[src/sv/msp_pkg.sv]
// Shared constants and control/status types for the min-factor split path block.
package msp_pkg;

    localparam int MAX_POSITIONS_DEF = 64;

    localparam int LEN_W       = 7;
    localparam int SEG_START_W = 6;
    localparam int SEG_END_W   = 7;
    localparam int S_TDATA_W   = 8;
    localparam int M_TDATA_W   = 16;

    // Controller to datapath commands, at most one step per cycle
    typedef struct packed {
        logic relax_rd;   // capture item, read both edge targets
        logic relax_w1;   // relax edge to pos+1
        logic relax_w2;   // relax edge to pos+len, advance position
        logic bt_init;    // start backtrack at current position
        logic bt_rd;      // read predecessor of cursor
        logic bt_push;    // push segment, step cursor to predecessor
        logic pop_rd;     // read top of segment stack
        logic load_out;   // load output register
        logic out_done;   // output request taken
        logic clear_all;  // clear node valid bits, position and distance
    } cmd_t;

    // Datapath to controller status
    typedef struct packed {
        logic pos_zero;
        logic pos_full;
        logic pred_zero;
        logic sp_zero;
        logic out_valid;
    } sts_t;

endpackage

[src/sv/msp_datapath.sv]
// Datapath: node memory (distance, predecessor), segment stack and output register.
module msp_datapath #(
    parameter int MAX_POSITIONS = msp_pkg::MAX_POSITIONS_DEF
) (
    input  logic                             clk,
    input  logic                             rst_n,
    input  msp_pkg::cmd_t                    cmd,
    input  logic [msp_pkg::LEN_W-1:0]        factor_length,
    output msp_pkg::sts_t                    sts,
    output logic [msp_pkg::SEG_START_W-1:0]  seg_start,
    output logic [msp_pkg::SEG_END_W-1:0]    seg_end,
    output logic                             last_seg
);
    import msp_pkg::*;

    localparam int IDX_W   = $clog2(MAX_POSITIONS + 1);
    localparam int DIST_W  = $clog2(MAX_POSITIONS + 2);
    localparam int SUM_W   = $clog2(MAX_POSITIONS + 128);
    localparam int ENT_W   = IDX_W + DIST_W;
    localparam int STK_AW  = (MAX_POSITIONS > 1) ? $clog2(MAX_POSITIONS) : 1;
    localparam logic [DIST_W-1:0] UNREACHED = DIST_W'(MAX_POSITIONS + 1);

    // node memory: {pred, dist}; entry 0 is never written or read
    logic [ENT_W-1:0]       node_mem [0:MAX_POSITIONS];
    logic [MAX_POSITIONS:0] valid_reg;
    logic [2*IDX_W-1:0]     stack_mem [0:MAX_POSITIONS-1];

    logic [IDX_W-1:0]  pos_reg;
    logic [DIST_W-1:0] cur_dist_reg;
    logic [IDX_W-1:0]  cur_reg;
    logic [IDX_W-1:0]  sp_reg;
    logic              out_valid_reg;

    logic [IDX_W-1:0]  t2_reg;
    logic              t2_ok_reg;
    logic [ENT_W-1:0]  rda_data_reg;
    logic [ENT_W-1:0]  rdb_data_reg;
    logic              rda_vld_reg;
    logic              rdb_vld_reg;
    logic [2*IDX_W-1:0] stk_rd_reg;
    logic [SEG_START_W-1:0] seg_start_reg;
    logic [SEG_END_W-1:0]   seg_end_reg;
    logic                   last_seg_reg;

    logic [SUM_W-1:0]  sum;
    logic              t2_ok_next;
    logic [IDX_W-1:0]  t1;
    logic [IDX_W-1:0]  rda_addr;
    logic [IDX_W-1:0]  rdb_addr;
    logic              rd_en;
    logic [DIST_W-1:0] a_dist;
    logic [DIST_W-1:0] b_dist;
    logic [IDX_W-1:0]  a_pred;
    logic [DIST_W-1:0] cand;
    logic [DIST_W-1:0] min1;
    logic              wr_en;
    logic [IDX_W-1:0]  wr_addr;
    logic [ENT_W-1:0]  wr_data;
    logic [IDX_W-1:0]  sp_dec;
    logic [IDX_W+SEG_START_W-1:0] start_wide;
    logic [IDX_W+SEG_END_W-1:0]   end_wide;

    assign sum        = SUM_W'(pos_reg) + SUM_W'(factor_length);
    // length 0 is a self-loop, length 1 duplicates the pos+1 edge
    assign t2_ok_next = (factor_length > LEN_W'(1)) && (sum <= SUM_W'(MAX_POSITIONS));
    assign t1         = pos_reg + IDX_W'(1);
    assign rd_en      = cmd.relax_rd | cmd.bt_rd;
    assign rda_addr   = cmd.bt_rd ? cur_reg : t1;
    assign rdb_addr   = t2_ok_next ? sum[IDX_W-1:0] : t1;

    // unwritten entries read as unreached with predecessor zero
    assign a_dist = rda_vld_reg ? rda_data_reg[DIST_W-1:0] : UNREACHED;
    assign b_dist = rdb_vld_reg ? rdb_data_reg[DIST_W-1:0] : UNREACHED;
    assign a_pred = rda_vld_reg ? rda_data_reg[ENT_W-1:DIST_W] : '0;
    assign cand   = cur_dist_reg + DIST_W'(1);
    assign min1   = (cand < a_dist) ? cand : a_dist;
    assign sp_dec = sp_reg - IDX_W'(1);

    always_comb
    begin
        wr_en   = 1'b0;
        wr_addr = t1;
        wr_data = {pos_reg, cand};
        if (cmd.relax_w1 && (cand < a_dist))
        begin
            wr_en = 1'b1;
        end
        else if (cmd.relax_w2 && t2_ok_reg && (cand < b_dist))
        begin
            wr_en   = 1'b1;
            wr_addr = t2_reg;
        end
    end

    always_ff @(posedge clk or negedge rst_n)
    begin
        if (!rst_n)
        begin
            valid_reg     <= '0;
            pos_reg       <= '0;
            cur_dist_reg  <= '0;
            cur_reg       <= '0;
            sp_reg        <= '0;
            out_valid_reg <= 1'b0;
        end
        else
        begin
            if (wr_en)
            begin
                valid_reg[wr_addr] <= 1'b1;
            end
            if (cmd.relax_w2)
            begin
                pos_reg      <= t1;
                cur_dist_reg <= min1;
            end
            if (cmd.bt_init)
            begin
                cur_reg <= pos_reg;
                sp_reg  <= '0;
            end
            if (cmd.bt_push)
            begin
                cur_reg <= a_pred;
                sp_reg  <= sp_reg + IDX_W'(1);
            end
            if (cmd.pop_rd)
            begin
                sp_reg <= sp_dec;
            end
            if (cmd.load_out)
            begin
                out_valid_reg <= 1'b1;
            end
            if (cmd.out_done)
            begin
                out_valid_reg <= 1'b0;
            end
            if (cmd.clear_all)
            begin
                valid_reg    <= '0;
                pos_reg      <= '0;
                cur_dist_reg <= '0;
            end
        end
    end

    always_ff @(posedge clk)
    begin
        if (wr_en)
        begin
            node_mem[wr_addr] <= wr_data;
        end
        if (rd_en)
        begin
            rda_data_reg <= node_mem[rda_addr];
            rdb_data_reg <= node_mem[rdb_addr];
            rda_vld_reg  <= valid_reg[rda_addr];
            rdb_vld_reg  <= valid_reg[rdb_addr];
        end
        if (cmd.relax_rd)
        begin
            t2_reg    <= sum[IDX_W-1:0];
            t2_ok_reg <= t2_ok_next;
        end
        if (cmd.bt_push)
        begin
            stack_mem[sp_reg[STK_AW-1:0]] <= {a_pred, cur_reg};
        end
        if (cmd.pop_rd)
        begin
            stk_rd_reg <= stack_mem[sp_dec[STK_AW-1:0]];
        end
        if (cmd.load_out)
        begin
            seg_start_reg <= start_wide[SEG_START_W-1:0];
            seg_end_reg   <= end_wide[SEG_END_W-1:0];
            last_seg_reg  <= (sp_reg == '0);
        end
    end

    assign start_wide = {{SEG_START_W{1'b0}}, stk_rd_reg[2*IDX_W-1:IDX_W]};
    assign end_wide   = {{SEG_END_W{1'b0}}, stk_rd_reg[IDX_W-1:0]};

    assign sts.pos_zero  = (pos_reg == '0);
    assign sts.pos_full  = (pos_reg == IDX_W'(MAX_POSITIONS));
    assign sts.pred_zero = (a_pred == '0);
    assign sts.sp_zero   = (sp_reg == '0);
    assign sts.out_valid = out_valid_reg;

    assign seg_start = seg_start_reg;
    assign seg_end   = seg_end_reg;
    assign last_seg  = last_seg_reg;

    a_dist_bound: assert property (@(posedge clk) disable iff (!rst_n)
        cur_dist_reg <= pos_reg)
        else $error("distance of current position exceeds position");

    a_stack_bound: assert property (@(posedge clk) disable iff (!rst_n)
        sp_reg <= IDX_W'(MAX_POSITIONS))
        else $error("segment stack overflow");

    a_pred_below: assert property (@(posedge clk) disable iff (!rst_n)
        cmd.bt_push |-> (a_pred < cur_reg))
        else $error("backtrack predecessor not below cursor");

endmodule

[src/sv/msp_ctrl.sv]
// Controller: sequences relaxation, backtracking and segment output.
module msp_ctrl (
    input  logic          clk,
    input  logic          rst_n,
    input  logic          s_tvalid,
    input  logic          s_tlast,
    output logic          s_tready,
    input  logic          m_tready,
    input  msp_pkg::sts_t sts,
    output msp_pkg::cmd_t cmd
);
    import msp_pkg::*;

    typedef enum logic [7:0] {
        ST_IDLE    = 8'b0000_0001,
        ST_RELAX1  = 8'b0000_0010,
        ST_RELAX2  = 8'b0000_0100,
        ST_BT_RD   = 8'b0000_1000,
        ST_BT_PUSH = 8'b0001_0000,
        ST_POP     = 8'b0010_0000,
        ST_LOAD    = 8'b0100_0000,
        ST_OUT     = 8'b1000_0000
    } state_t;

    state_t state_reg;
    state_t state_next;

    assign s_tready = (state_reg == ST_IDLE);

    always_comb
    begin
        state_next = state_reg;
        cmd        = '0;
        case (state_reg)
            ST_IDLE:
            begin
                if (s_tvalid)
                begin
                    if (!s_tlast)
                    begin
                        // items past the last position are dropped
                        if (!sts.pos_full)
                        begin
                            cmd.relax_rd = 1'b1;
                            state_next   = ST_RELAX1;
                        end
                    end
                    else if (sts.pos_zero)
                    begin
                        cmd.clear_all = 1'b1;
                    end
                    else
                    begin
                        cmd.bt_init = 1'b1;
                        state_next  = ST_BT_RD;
                    end
                end
            end
            ST_RELAX1:
            begin
                cmd.relax_w1 = 1'b1;
                state_next   = ST_RELAX2;
            end
            ST_RELAX2:
            begin
                cmd.relax_w2 = 1'b1;
                state_next   = ST_IDLE;
            end
            ST_BT_RD:
            begin
                cmd.bt_rd  = 1'b1;
                state_next = ST_BT_PUSH;
            end
            ST_BT_PUSH:
            begin
                cmd.bt_push = 1'b1;
                state_next  = sts.pred_zero ? ST_POP : ST_BT_RD;
            end
            ST_POP:
            begin
                cmd.pop_rd = 1'b1;
                state_next = ST_LOAD;
            end
            ST_LOAD:
            begin
                cmd.load_out = 1'b1;
                state_next   = ST_OUT;
            end
            ST_OUT:
            begin
                if (m_tready)
                begin
                    cmd.out_done = 1'b1;
                    if (sts.sp_zero)
                    begin
                        cmd.clear_all = 1'b1;
                        state_next    = ST_IDLE;
                    end
                    else
                    begin
                        state_next = ST_POP;
                    end
                end
            end
            default:
            begin
                state_next = ST_IDLE;
            end
        endcase
    end

    always_ff @(posedge clk or negedge rst_n)
    begin
        if (!rst_n)
        begin
            state_reg <= ST_IDLE;
        end
        else
        begin
            state_reg <= state_next;
        end
    end

    a_out_state: assert property (@(posedge clk) disable iff (!rst_n)
        sts.out_valid == (state_reg == ST_OUT))
        else $error("output valid out of step with controller");

endmodule

[src/sv/min_factor_split_path.sv]
// Top level: fewest-segment factor split over positions 0..n, streaming in and out.
// Flow: a non-last request is taken in states accept, relax pos+1, relax pos+len; the single
//   write port of the node memory sets this, and no new request is taken until it is done.
// Last request: accept, then backtrack by a read and a push per segment (registered predecessor
//   read), then each segment goes through pop, load and present, plus any m_tready stall.
// Reset: rst_n asynchronous, active low; node valid bits clear at once, no clearing pass.
module min_factor_split_path #(
    parameter int MAX_POSITIONS = msp_pkg::MAX_POSITIONS_DEF
) (
    input  logic                            clk,
    input  logic                            rst_n,
    // input stream
    input  logic                            s_tvalid,
    output logic                            s_tready,
    input  logic [msp_pkg::S_TDATA_W-1:0]   s_tdata,   // [6:0] factor_length
    input  logic                            s_tlast,   // last_item: marks position n
    // output stream
    output logic                            m_tvalid,
    input  logic                            m_tready,
    output logic [msp_pkg::M_TDATA_W-1:0]   m_tdata,   // [5:0] seg_start, [12:6] seg_end
    output logic                            m_tlast    // last_seg
);
    import msp_pkg::*;

    cmd_t cmd;
    sts_t sts;

    logic [SEG_START_W-1:0] seg_start;
    logic [SEG_END_W-1:0]   seg_end;
    logic                   last_seg;

    // FSM: one request at a time; relax, then backtrack and emit on the last one
    msp_ctrl u_ctrl (
        .clk      (clk),
        .rst_n    (rst_n),
        .s_tvalid (s_tvalid),
        .s_tlast  (s_tlast),
        .s_tready (s_tready),
        .m_tready (m_tready),
        .sts      (sts),
        .cmd      (cmd)
    );

    // node memory with two read ports, segment stack, output register
    msp_datapath #(
        .MAX_POSITIONS (MAX_POSITIONS)
    ) u_dp (
        .clk           (clk),
        .rst_n         (rst_n),
        .cmd           (cmd),
        .factor_length (s_tdata[LEN_W-1:0]),
        .sts           (sts),
        .seg_start     (seg_start),
        .seg_end       (seg_end),
        .last_seg      (last_seg)
    );

    assign m_tvalid = sts.out_valid;
    assign m_tdata  = {{(M_TDATA_W - SEG_START_W - SEG_END_W){1'b0}}, seg_end, seg_start};
    assign m_tlast  = last_seg;

endmodule

[config.mk]
export PLATFORM = sky130hd
export DESIGN_NAME = min_factor_split_path
export DESIGN_NICKNAME = d
export VERILOG_FILES = /design/src/sv/msp_pkg.sv /design/src/sv/msp_datapath.sv /design/src/sv/msp_ctrl.sv /design/src/sv/min_factor_split_path.sv
export SDC_FILE = /design/constraint.sdc
export NUM_CORES = 2
export LEC_CHECK = 0
export ABC_AREA = 1
export BUFFER_PORTS_ARGS = -buffer_cell sky130_fd_sc_hd__buf_2
export CAP_MARGIN = 20
export CORE_MARGIN = 2
export CORE_UTILIZATION = 55
export DETAILED_ROUTE_END_ITERATION = 10
export PLACE_DENSITY = 0.72
export SYNTH_ARGS = -nofsm -noshare
export SYNTH_HDL_FRONTEND = slang
export SYNTH_SLANG_ARGS = --single-unit
[constraint.sdc]
create_clock -name clk -period 15.77 [get_ports clk]
set_input_delay 0.7885 -clock clk [delete_from_list [all_inputs] [get_ports clk]]
set_output_delay 0.7885 -clock clk [all_outputs]
set_load 0.1 [all_outputs]
==> out/metrics.yaml <==
dieArea_um2: 154000
synth_flop_cell: "edfxtp_1"
netlist_area_um2: 83000
reg2reg_depth: 21
whs_path_depth: 4
clock_path_buffers: 3
period_share_pct: 41.2
track_usage_pct: 30.1
synth.top_cells.by_count: "1800 x edfxtp_1, 1003 x nor2_1, 880 x nand2_1"
cp_slowest_cell: "nand2_4"
dr_total_vias: 59252
seqCellArea_um2: 56600
core_area_um2: 150000
max-slew-margin-rel_pct: 22.1
synth_top_family_by_area: "simple AND/OR/NAND/NOR gates"
setup_tns_ns: 0
cp_cell_sequence: "buf_4 -> ha_1 -> nand2_1 -> nand2_1 -> nand3_1 -> nand2_1 -> nand2_1 -> nand2_1 -> a21oi_2 -> nand3_2 -> nand2_4 -> buf_4 -> o21ai_0 -> nand2_1 -> nand3_1 -> nand2_1 -> nor2_1 -> nor2_1 -> nor2_1 -> nor2_1 -> nor2_1"
nets: 7328
place_hpwl_mm: 128
route.detailed.vias_per_inst: 6.26
worstMarginPinSlew_ns: 1.17
io_pins: 32
yosysMostFrequentCell: "edfxtp_1"
worst-setup-path-type: "register to register"
crit_family: "simple AND/OR/NAND/NOR gates"
status: "complete, no violations"
crit_arrival_ns: 7.10
cts_buffers: 186
r2r_end: "u_dp.rdb_data_reg[6]"
antenna_found_initial: 3
grt-ovfl-total: 0
yosys_warnings: 0
post_cts_resized: 0
synthAdderAreaFrac_pct: 0.386
portBuffers: 27
drc_errors: 0
worst_clock_skew_ns: 0.0408
syn_to_final_growth_pct: 10.4
globalplace.congestion: 0.949
synth_compound_area_share_pct: 11.6
synthCells: 7361
synth_xor_xnor_area_share_pct: 0.127
ctsHtreeMaxLevel: 4
ys_seq_elements: 1902
ys_async_sr_fraction_pct: 5.36
multi_input_area_um2: 22300
die_y_um: 392
ant_nets: 0
grt_pass1_wl_mm: 347
cts.sinks: 1902
n_fill_cell: 11289
avgSynthCellArea_um2: 11.3
rows: 142
fin_crit_ns: 6.50
grt_pass1_vias: 56784
wire_per_inst_um: 24.7
synth.top_cell.area_share_pct: 65.1
rsz0062_at_grt: "false"
fmax_mhz: 154
holdCritStartpoint: "m_tready"
whs_endpoint: "u_dp.out_valid_reg"
grt_max_degree: 240
critPathLaunchType: "register"
synth_cell_type_count: 50
drt-total-wl_mm: 234
fin_util_pct: 61.2
setup_viol: 0
cap_violations: 0
start_util_pct: 55.4
drive_above_1_share_pct: 8.04
synth_edf_count: 1800
insertion_delay_ns: 0.85
slew_violations: 0
die_w_um: 392
cpMostUsedCell: "nand2_1"
cts-root-buf: "clkbuf_16"
setup.worst_path.start: "u_dp.pos_reg[1]"
ys_top_cells_by_area: "edfxtp_1 65%, o21ai_0 5.2%, nor2_1 4.5%"
largest_register_ffs: 910
hold_viol: 0
synth-simple-area-share_pct: 12.7
timing.rr.start: "u_dp.pos_reg[1]"
slowest_delay_ns: 1.08
synth_area_leader_cell: "edfxtp_1"
r2r_slack_ns: 9.27
synthMuxAreaShare_pct: 1.76
drtIter0Drc: 8566
cp-end-kind: "register"
crit_path_max_fanout: 97
seq_area_frac_synth_pct: 68.2
cts.clk_slew.worst_paths_ns: 0.06
dr.pass1.iters: 6
hold_class: "input pin to register"
cts_tree: "done"
critPathBufInv: 2
required_ns: 16.36
stage by stage:
step / hold slack (ns) / cell area [um2] / instances / setup WS, ns
floorplan: 0.400 / 83000 / 7363 / 9.53
global placement: 0.404 / 85400 / 9110 / 9.34
detailed placement: 0.410 / 85400 / 9111 / 9.29
CTS: 0.319 / 91500 / 9460 / 9.57
global route: 0.366 / 91600 / 9467 / 9.08
finish: 0.375 / 91600 / 9468 / 9.27
how the worst max path moves through the flow:
stage	to	slack (ns)	cells after the start
global route	u_dp.rdb_data_reg[6]	9.08	21
detailed placement	u_dp.rdb_data_reg[6]	9.29	22
finish	u_dp.rdb_data_reg[6]	9.27	21
global placement	u_dp.rdb_data_reg[6]	9.34	22
floorplan	u_dp.rda_data_reg[0]	9.53	5
CTS	u_dp.rdb_data_reg[6]	9.57	21
worst reg2reg max path, delay by kind of cell, from the launching register on:
family,cells,cell delay (ns)
and+or+nand+nor,16,3.22
buffers and inverters,2,1.76
AOI/OAI and AO/OA,2,0.56
adders and majority gates,1,0.41
DFF,1,0.35
layout by cell type, fill, tap and decap left out, types with 35 or more instances in the layout:
| cell | instances |
|---|---|
| dfrtp_1 | 86 |
| nand2_1 | 878 |
| clkinv_1 | 43 |
| clkbuf_1 | 46 |
| o21ai_0 | 855 |
| mux2i_1 | 146 |
| clkbuf_16 | 188 |
| nand3_1 | 627 |
| buf_4 | 187 |
| edfxtp_1 | 1800 |
| clkinv_2 | 35 |
| a21oi_1 | 276 |
| o32ai_1 | 63 |
| nor2_1 | 980 |
| inv_1 | 579 |
| o221ai_1 | 270 |
| o211ai_1 | 71 |
| o21ai_1 | 36 |
metal layers:
metal	up-vias	share of wire, %	track usage [%]
met1	28772	38	41.8
met3	626	12	7.30
met5	-	0.0047	0
met2	3688	45	45.5
met4	2	4.2	13.0
li1	26164	-	-
what timing repair did:
action | 4_1_cts | 5_1_grt
buffers inserted | 0 | 0
endpoints found under the hold margin | 40 | 0
hold buffers | 1 | 0
kinds of logic (layout without fill, tap and decap cells):
| family | count (synthesis) | after routing |
|---|---|---|
| xor+xnor | 12 | 12 |
| flops | 1902 | 1902 |
| compound gates | 1619 | 1619 |
| buf+inv | 1103 | 1190 |
| mux | 146 | 146 |
| simple gates | 2553 | 2553 |
| fa+ha+maj | 25 | 25 |
| other cells | 1 | 5 |
layout make-up:
class | count | area share [%]
repair buffers | 225 | 1.91
clock inverters | 108 | 1.25
inverters | 617 | 2.55
multi-input cells | 4358 | 24.3
diodes | 2 | 0.00546
clock buffers | 240 | 5.41
well taps | 2016 | 2.75
flip-flops and latches | 1902 | 61.8
Power is not shown: default switching activity piles up to over one toggle a cycle in this logic, so the estimate is an artifact.
